===== src/hdl/dmq_pkg.sv =====
// Shared types and constants for the deduplicating message queue.
// Used by every module of the block but dmq_ram; depends on nothing.
`default_nettype none

package dmq_pkg;

  // Fixed field widths of the item interface.
  localparam int FuncW     = 2;
  localparam int MsgIdW    = 9;
  localparam int HoldW     = 16;
  localparam int TickW     = 32;
  localparam int PlayIdW   = 8;
  localparam int StatusW   = 3;
  localparam int CountW    = 4;
  localparam int LimitW    = 4;

  localparam logic [LimitW-1:0] QueueLimitReset = 4'd4;

  // Operation codes carried by the func field.
  typedef enum logic [FuncW-1:0] {
    FN_POST    = 2'd0,
    FN_SERVICE = 2'd1,
    FN_CLEAR   = 2'd2
  } func_e;

  // Result status codes.
  typedef enum logic [StatusW-1:0] {
    STAT_STARTED = 3'd0,
    STAT_QUEUED  = 3'd1,
    STAT_CURRENT = 3'd2,
    STAT_INVALID = 3'd3,
    STAT_HELD    = 3'd4,
    STAT_FULL    = 3'd5,
    STAT_DUP     = 3'd6,
    STAT_NONE    = 3'd7
  } status_e;

  // Control sequencer states.
  typedef enum logic {
    S_IDLE   = 1'b0,
    S_DECIDE = 1'b1
  } ctrl_state_e;

  // One accepted input item.
  typedef struct packed {
    logic [FuncW-1:0]  func;
    logic [MsgIdW-1:0] msg_id;
    logic [HoldW-1:0]  hold_ticks;
    logic [TickW-1:0]  now_tick;
    logic              player_busy;
  } item_t;

  // Write of one hold-off entry.
  typedef struct packed {
    logic              en;
    logic [MsgIdW-1:0] id;
    logic [TickW-1:0]  expiry;
  } hold_wr_t;

  // Hold-off lookup result.
  typedef struct packed {
    logic             valid;
    logic [TickW-1:0] expiry;
  } hold_rd_t;

  // Queue update for one item.
  typedef struct packed {
    logic              push;
    logic              pop;
    logic              clear;
    logic [MsgIdW-1:0] id;
    logic [HoldW-1:0]  hold;
  } queue_op_t;

  // Queue state seen by the decision logic.
  typedef struct packed {
    logic [CountW-1:0] fill;
    logic [MsgIdW-1:0] head_id;
    logic [HoldW-1:0]  head_hold;
    logic              id_queued;
  } queue_stat_t;

  // Expiry time: now plus hold, saturating at the top of the tick range.
  function automatic logic [TickW-1:0] sat_add(input logic [TickW-1:0] now,
                                               input logic [HoldW-1:0] hold);
    logic [TickW:0] sum;
    sum = {1'b0, now} + {{(TickW + 1 - HoldW){1'b0}}, hold};
    return sum[TickW] ? {TickW{1'b1}} : sum[TickW-1:0];
  endfunction

endpackage

`default_nettype wire


===== src/hdl/dmq_ram.sv =====
// Generic single-clock RAM with one write port and one registered read port.
// Stand-alone; used for the hold-off expiry table and the message queue.
`default_nettype none

module dmq_ram #(
  parameter int WIDTH = 32,
  parameter int DEPTH = 256
) (
  input  logic                                    clk_i,
  input  logic                                    we_i,
  input  logic [((DEPTH > 1) ? $clog2(DEPTH) : 1)-1:0] waddr_i,
  input  logic [WIDTH-1:0]                        wdata_i,
  input  logic                                    re_i,
  input  logic [((DEPTH > 1) ? $clog2(DEPTH) : 1)-1:0] raddr_i,
  output logic [WIDTH-1:0]                        rdata_o
);

  logic [WIDTH-1:0] mem [DEPTH];
  logic [WIDTH-1:0] rdata_q;

  // Write port.
  always_ff @(posedge clk_i) begin
    if (we_i) begin
      mem[waddr_i] <= wdata_i;
    end
  end

  // Registered read port; the data holds until the next read.
  always_ff @(posedge clk_i) begin
    if (re_i) begin
      rdata_q <= mem[raddr_i];
    end
  end

  assign rdata_o = rdata_q;

endmodule

`default_nettype wire


===== src/hdl/dmq_queue.sv =====
// Message ring buffer: ids and hold times in a RAM, head and fill in registers,
// and a queued flag per id for duplicate detection. Depends on dmq_pkg, dmq_ram.
`default_nettype none

module dmq_queue #(
  parameter int QUEUE_DEPTH   = 8,
  parameter int MESSAGE_COUNT = 256
) (
  input  logic                       clk_i,
  input  logic                       rst_ni,
  input  logic                       rd_en_i,
  input  logic [dmq_pkg::MsgIdW-1:0] lookup_id_i,
  input  dmq_pkg::queue_op_t         op_i,
  output dmq_pkg::queue_stat_t       stat_o
);

  import dmq_pkg::*;

  localparam int PtrW  = (QUEUE_DEPTH > 1) ? $clog2(QUEUE_DEPTH) : 1;
  localparam int SumW  = ((PtrW > CountW) ? PtrW : CountW) + 1;
  localparam int IdxW  = $clog2(MESSAGE_COUNT);
  localparam int EntW  = MsgIdW + HoldW;
  localparam logic [PtrW-1:0] LastPtr   = PtrW'(QUEUE_DEPTH - 1);
  localparam logic [SumW-1:0] DepthSum  = SumW'(QUEUE_DEPTH);

  logic [PtrW-1:0]          head_q, head_d;
  logic [CountW-1:0]        fill_q, fill_d;
  logic [MESSAGE_COUNT-1:0] queued_q;
  logic                     queued_rd_q;
  logic [SumW-1:0]          tail_sum;
  logic [PtrW-1:0]          tail;
  logic [EntW-1:0]          head_entry;
  logic [MsgIdW-1:0]        head_id;

  // Tail slot: head plus fill, wrapped once at the queue depth.
  always_comb begin
    tail_sum = SumW'(head_q) + SumW'(fill_q);
    if (tail_sum >= DepthSum) begin
      tail_sum = tail_sum - DepthSum;
    end
    tail = tail_sum[PtrW-1:0];
  end

  // Next head and fill.
  always_comb begin
    head_d = head_q;
    fill_d = fill_q;
    if (op_i.clear) begin
      head_d = '0;
      fill_d = '0;
    end else if (op_i.push) begin
      fill_d = fill_q + CountW'(1);
    end else if (op_i.pop) begin
      head_d = (head_q == LastPtr) ? '0 : head_q + PtrW'(1);
      fill_d = fill_q - CountW'(1);
    end
  end

  always_ff @(posedge clk_i or negedge rst_ni) begin
    if (!rst_ni) begin
      head_q <= '0;
      fill_q <= '0;
    end else begin
      head_q <= head_d;
      fill_q <= fill_d;
    end
  end

  // One flag per id that is waiting in the queue.
  always_ff @(posedge clk_i or negedge rst_ni) begin
    if (!rst_ni) begin
      queued_q <= '0;
    end else if (op_i.clear) begin
      queued_q <= '0;
    end else if (op_i.push) begin
      queued_q[op_i.id[IdxW-1:0]] <= 1'b1;
    end else if (op_i.pop) begin
      queued_q[head_id[IdxW-1:0]] <= 1'b0;
    end
  end

  always_ff @(posedge clk_i or negedge rst_ni) begin
    if (!rst_ni) begin
      queued_rd_q <= 1'b0;
    end else if (rd_en_i) begin
      queued_rd_q <= queued_q[lookup_id_i[IdxW-1:0]];
    end
  end

  dmq_ram #(
    .WIDTH (EntW),
    .DEPTH (QUEUE_DEPTH)
  ) u_entry_ram (
    .clk_i   (clk_i),
    .we_i    (op_i.push),
    .waddr_i (tail),
    .wdata_i ({op_i.id, op_i.hold}),
    .re_i    (rd_en_i),
    .raddr_i (head_q),
    .rdata_o (head_entry)
  );

  assign head_id = head_entry[EntW-1:HoldW];

  assign stat_o.fill      = fill_q;
  assign stat_o.head_id   = head_id;
  assign stat_o.head_hold = head_entry[HoldW-1:0];
  assign stat_o.id_queued = queued_rd_q;

endmodule

`default_nettype wire


===== config.mk =====
export PLATFORM = sky130hd
export DESIGN_NAME = dmq_queue
export DESIGN_NICKNAME = d
export VERILOG_FILES = /design/src/hdl/dmq_pkg.sv /design/src/hdl/dmq_ram.sv /design/src/hdl/dmq_queue.sv
export SDC_FILE = /design/constraint.sdc
export NUM_CORES = 1
export LEC_CHECK = 0
export BUFFER_PORTS_ARGS = -buffer_cell sky130_fd_sc_hd__clkbuf_2
export CORE_MARGIN = 1
export CORE_UTILIZATION = 55
export CTS_BUF_LIST = sky130_fd_sc_hd__clkbuf_8
export DETAILED_ROUTE_END_ITERATION = 12
export PLACE_DENSITY = 0.7
export SKIP_LAST_GASP = 1
export SLEW_MARGIN = 20
export SYNTH_ARGS = -nofsm -noshare
export SYNTH_HDL_FRONTEND = slang
export SYNTH_SLANG_ARGS = --single-unit

===== constraint.sdc =====
create_clock -name clk_i -period 10.2 [get_ports clk_i]
set_clock_uncertainty 0.1 [all_clocks]
set_input_delay 2.04 -clock clk_i [delete_from_list [all_inputs] [get_ports clk_i]]
set_output_delay 2.04 -clock clk_i [all_outputs]
set_load 0.05 [all_outputs]

* Word level (Yosys, flattened, before mapping)
Memory sizes are Yosys's and may differ from the RTL's. A register that Yosys moved wholly into a read port is not among the register bits. Cells that the tools add are included.
Word-level totals: memory bits (writable) 200, memories 1, logic and storage cells 45, input port bits 40, flip-flop bits (word level) 264
Memory list:
- u_entry_ram.mem | words 8, width 25, read ports 1, clocked after Yosys merged registers in 1, write ports 1, RTL line dmq_ram.sv:18 | logic [WIDTH-1:0] mem [DEPTH];
Operators by class: mux-type cells 19, magnitude comparators 6, equal/unequal tests 2, bitwise gates (word level) 3, $add $sub $neg 5, reduce and logical (&&, ||, !) cells 5
Operator list (number):
- 2-to-1 mux 256 bit | 3
- bitwise AND 256 bit | 1
- NOT 256 bit | 1
- bitwise OR 256 bit | 1
- < comparator 8 x 9 -> 1 bit (second input constant) | 3
- demux 1 bit (select 8 bit) | 2
- >= comparator 8 x 1 -> 1 bit (second input constant) | 2
- 2-to-1 mux 3 bit | 5
- 2-to-1 mux 4 bit | 3
- binary-select mux 1 bit (select 8 bit) | 1
- adder 3 x 4 -> 5 bit | 1
- >= comparator 5 x 4 -> 1 bit (second input constant) | 1
- 2-to-1 mux 1 bit | 5
- adder 4 x 1 -> 4 bit (second input constant) | 1
- subtractor 4 x 1 -> 4 bit (second input constant) | 1
- adder 3 x 1 -> 3 bit (second input constant) | 1
- == test 3 bit (second input constant) | 1
- nonzero test 3 bit | 1
- subtractor 3 x 1 -> 3 bit (second input constant) | 1
- logical AND 1 bit | 2
- != test 2 bit (second input constant) | 1
- AND reduction 2 bit | 1
- nonzero test 2 bit | 1

* Longest topological paths before layout
depth after elaboration 9, mapped depth 11, gate-level depth less buffers 8

* Hierarchy
A second synthesis with hierarchy kept.
Second synthesis, totals: cell total of the unflattened synthesis 1593, area, all modules 21809.7 µm²
By module, submodules not included:
- dmq_queue | area each 13297.8 µm², times used 1, cells an instance 1265, sequential area each 6606.3 µm²
- dmq_ram | area each 8511.9 µm², times used 1, cells an instance 328, sequential area each 6756.5 µm²

* Worst setup path before layout
No wires, ideal clock.
path type input-to-reg, start point input port op_i[27] in the netlist's numbering, end point memory u_entry_ram.mem[3][0] in the netlist's numbering, enable pin, data required time 9.662 ns, data arrival time 4.218 ns, library setup time 0.438 ns, buffers on the path 1, path slack 5.444 ns, stages on the path 3, cell sequence clkbuf_1 > nand2_1 > nor3_1
On the way: cells in the longest elaborated chain, start to end 2
Ends and longest elaborated chain:
- from (decl) | RTL line dmq_queue.sv:13 | input dmq_pkg::queue_op_t op_i,
- 2-to-1 mux 1 bit | RTL line dmq_ram.sv:23 | if (we_i) begin
- 2-to-1 mux 1 bit (implied by the code) | RTL line dmq_ram.sv:24 | mem[waddr_i] <= wdata_i;
- to (decl) | RTL line dmq_ram.sv:18
No other way between the ends.

* Worst setup path in the final report
start point input port lookup_id_i[0] in the netlist's numbering, end point register queued_rd_q
On the way: cells in the longest elaborated chain, start to end 2
Ends and longest elaborated chain:
- from (decl) | RTL line dmq_queue.sv:12 | input logic [dmq_pkg::MsgIdW-1:0] lookup_id_i,
- binary-select mux 1 bit (select 8 bit) | RTL line dmq_queue.sv:86 | queued_rd_q <= queued_q[lookup_id_i[IdxW-1:0]];
- 2-to-1 mux 1 bit (implied by the code) | RTL line dmq_queue.sv:86
- to (signal assigned) | RTL line dmq_queue.sv:86
- to (decl) | RTL line dmq_queue.sv:29 | logic queued_rd_q;
No other way between the ends. The select of a mux whose other input is x is not followed. A chain may end at the register's enable or synchronous reset.

==> results by stage <==
Min path:
- In this run the most critical hold path is launched from fill_q[3]$_DFFE_PN0P_.
- The type of the worst min-delay path is flop to flop.

Drt:
- The ratio of routed vias to standard cells is 6.781.
- The final antenna-violating net count is 0.
- The average wire per cell in the routed design is 27.05 um.
- After detailed routing, the number of remaining DRC violations is 0.
- The total via count after detailed routing is 14870.
- The total detailed-routing wirelength is 59300 um.
- The detailed-router iteration count before antenna repair is 5.
- The number of DRC violations after detailed-routing iteration 0 is 1750.

Synth:
- The async set or reset register ratio after synthesis is 0.5399.
- Among all flip-flop cells after synthesis, the most frequent one is dfrtp_1.
- Counting distinct cell types in the post-synthesis netlist gives 48.
- After synthesis, the mean cell area works out to 13.77 sq um.
- The post-synthesis cell area is 21540 sq um.
- The post-synth net total is 1611.
- The synthesis-stage register bit count is 489.
- The number of flops mapped to enable cells by yosys is 225.
- Yosys printed 0 warnings.
- The proportion of synthesized chip area in sequential cells is 0.6203.
- After technology mapping, the gate count stands at 1565.

Clocking:
- Buffers inserted during clock tree synthesis total 80.
- The number of levels the H-tree was split into is 3.
- Once the clock tree was built, the setup fixing pass inserted 0 buffers.
- Once the clock tree was built, the resizer swapped 0 gates to a different size.
- The clock-pin slew on the worst setup and hold paths is 0.06 ns.
- The buffer depth of the longest clock path is 3.
- The clock net sink count is 489.
- TritonCTS built the clock tree.
- The count of hold buffers inserted by post-cts repair is 0.
- Clock latency on the worst-skew pair, taken at its later pin, is 0.63 ns.
- The clock tree root buffer cell is clkbuf_8.

Pwr:
- The peak ir drop on the vdd network is 0.0001647 V.
- The power density over cell area is 178.6 nW/um^2.
- The design draws 4.298 mW.
- The analysis attributes to cell leakage a power of 8.730 nW.

Global routing:
- The via count of the first global-routing pass came to 15070.
- The leftover overflow at the end of global routing is 0.
- Entering global routing, the biggest net connects 174 pins.
- The initial antenna violation count is 1.
- The aggregate global-route resource usage is 0.3077.
- The global-route wire length before repair is 90340 um.

Cells and area:
- The fill cell instance count of the final layout is 2868.
- The net count of the finished layout is 1662.
- After the flow finishes, the layout carries non-filler instances totaling 2192.
- The post-route core utilization is 0.6226.
- In the final layout, the share of cells above drive strength 1 is 0.2342.
- The synthesis-to-layout area growth is 11.69%.
- The count of antenna diodes in the layout is 0.

STA:
- For this run, the top clock speed supported by timing is 0.2134 GHz.
- The final count of negative-setup-slack endpoints is 0.
- Headroom to the max-slew limit came out at 0.1649.
- Setup repair after global routing left no endpoint under its margin.
- The final worst-path setup slack is 5.515 ns.
- The final worst-path cycle share is 0.4593.
- The number of endpoints with negative hold slack in the final report is 0.
- Adding up every negative setup slack in the final design gives 0 ns.
- At the pin with the least slew margin, the transition time is 1.251 ns.
- The time the worst path needs with I/O delays and setup is 4.685 ns.
- The number of max-slew violations in the final report is 0.

Place:
- The final weighted congestion in routability-driven placement is 0.8728.
- Detailed placement ended at an HPWL of 33210 um.
- The total of buffers placed on input and output ports is 68.
- The total instance count after detailed placement is 2052.
- The worst slack at placement is 4.844 ns.

Critical path:
- The critical path startpoint category is a primary input.
- The data required time at the worst endpoint is 10.60 ns.
- The type of the worst setup path is primary input to flop.
- The endpoint type of the worst setup path is a flop.
- Traced cell by cell, the critical path runs through buf_4 -> buf_4 -> mux4_2 -> mux4_2 -> mux2_2 -> a211oi_1 -> o221ai_1.
- Across all register-to-register paths, the minimum setup slack is 6.74 ns.
- The cell type of the slowest stage on the worst timing path is buf_4.
- The critical path contains buffers and inverters numbering 2 combined.
- The worst register-to-register path begins at head_q[0]$_DFFE_PN0P_.
- Broken down by cell family, the worst path's largest delay share belongs to multiplexers.
- The arrival time of data at the critical path endpoint is 5.09 ns.
- The most critical setup path has its startpoint at lookup_id_i[0].
- Along the worst path, the maximum fanout reaches 38.
- For this run, the slowest stage of the critical path takes 0.64 ns.

Floorplan:
- The y dimension of the die is 199.9 um.
- From left edge to right edge, the die measures 199.9 um.
- The area of the core region is 38650 sq um.
- The total die area is 39960 sq um.
- 70 I/O pins were placed.
- The number of placement rows is 72.
- The initial core utilization is 0.5574.

Flow run:
- The max capacitance violation total is 0.

Status:
- The flow ran to the end, and the final reports show no timing, DRC or antenna violations.
-- state kept, by name, indices dropped and copies added, names as in the netlist --
register,cells
fill_q,4
head_q,3
queued_q,256
queued_rd_q,1
u_entry_ram.mem,200
u_entry_ram.rdata_o,25
-- final timing paths --
check | endpoint | cells past startpoint
max in group asynchronous | queued_q[125]$_DFFE_PN0P_ | 2
setup reg to reg | u_entry_ram.mem[6][4]$_DFFE_PP_ | 7
min in group asynchronous | queued_q[177]$_DFFE_PN0P_ | 1
hold / removal | fill_q[3]$_DFFE_PN0P_ | 2
hold reg to reg | fill_q[3]$_DFFE_PN0P_ | 2
setup / recovery | queued_rd_q$_DFFE_PN0P_ | 7
-- cell type report --
| class | instances | area, sq um | share of cell area |
|---|---|---|---|
| sequential | 489 | 13370 | 0.5556 |
| clock buffer | 98 | 1349 | 0.05606 |
| multi-input combinational | 924 | 7721 | 0.3209 |
| timing repair buffer | 111 | 694.4 | 0.02886 |
| tap | 518 | 648.1 | 0.02694 |
| clock inverter | 42 | 244.0 | 0.01014 |
| inverter | 10 | 37.54 | 0.001560 |
-- kinds of logic after synthesis --
logic type / synth area share
AO/OA/AOI/OAI: 0.1662
flip-flops: 0.6203
AND/OR/NAND/NOR: 0.04019
multiplexers: 0.1369
buffers and inverters: 0.02892
XOR/XNOR: 0.003253
adder cells (fa/ha/maj): 0.004182
-- where the power goes --
group | leakage, nW | switching [mW] | internal (mW)
logic | 2.10 | 0.297 | 0.116
clock network | 0.894 | 0.787 | 0.919
registers | 5.74 | 0.0319 | 2.15
total | 8.73 | 1.12 | 3.18
-- synth_stat cells (all sizes together) (7+ instances only) --
cell type / n / area (sq um)
dfrtp: 264 / 6606
a21oi: 262 / 1311
a211oi: 261 / 1959
edfxtp: 225 / 6756
clkbuf: 111 / 416.7
mux4: 101 / 2275
nor2: 78 / 292.8
mux2i: 36 / 360.4
buf: 31 / 168.9
mux2: 28 / 315.3
nand2: 26 / 97.59
nor3: 24 / 125.1
nand2b: 17 / 106.4
o221ai: 11 / 96.34
inv: 10 / 37.54
nand3: 8 / 40.04
nor2b: 7 / 43.79
-- cells in the final DEF (no fill, tap or decap), types with 6 or more instances in the layout --
cell type  instances
a21oi_1          262
dfrtp_1          262
a211oi_1         261
edfxtp_1         225
mux4_2           101
clkbuf_8          98
clkbuf_2          65
nor2_1            55
buf_4             43
mux2i_1           36
inv_1             32
mux2_2            28
nand2_1           26
nor2_2            23
nand2b_1          17
nor3_2            11
o221ai_1          11
nand3_1            8
nor3_1             8
clkinv_1           8
nor2b_1            7
nand3b_1           6
-- per-layer routing --
metal	global-route usage	part of all wire	vias to the layer above
met5	0	0.00022	-
met4	0.1620	0.046	2
met3	0.06233	0.082	177
met2	0.4915	0.49	814
met1	0.4008	0.38	7556
li1	-	-	6316
-- through the flow --
| step | instance area, sq um | hold slack, ns |
|---|---|---|
| final | 24060 | 0.4427 |
| after global routing | 24060 | 0.4956 |
| after CTS | 24030 | 0.4488 |
| after detailed placement | 22440 | 0.4368 |
| after global placement | 22430 | 0.4355 |
| after floorplan | 21540 | 0.4492 |
-- tightest hold or removal path: stages (launching register included) --
cell,delay (ns)
dfrtp_1,0.36
xor2_1,0.07
nor2_1,0.07
(Power assumes the default switching activity.)
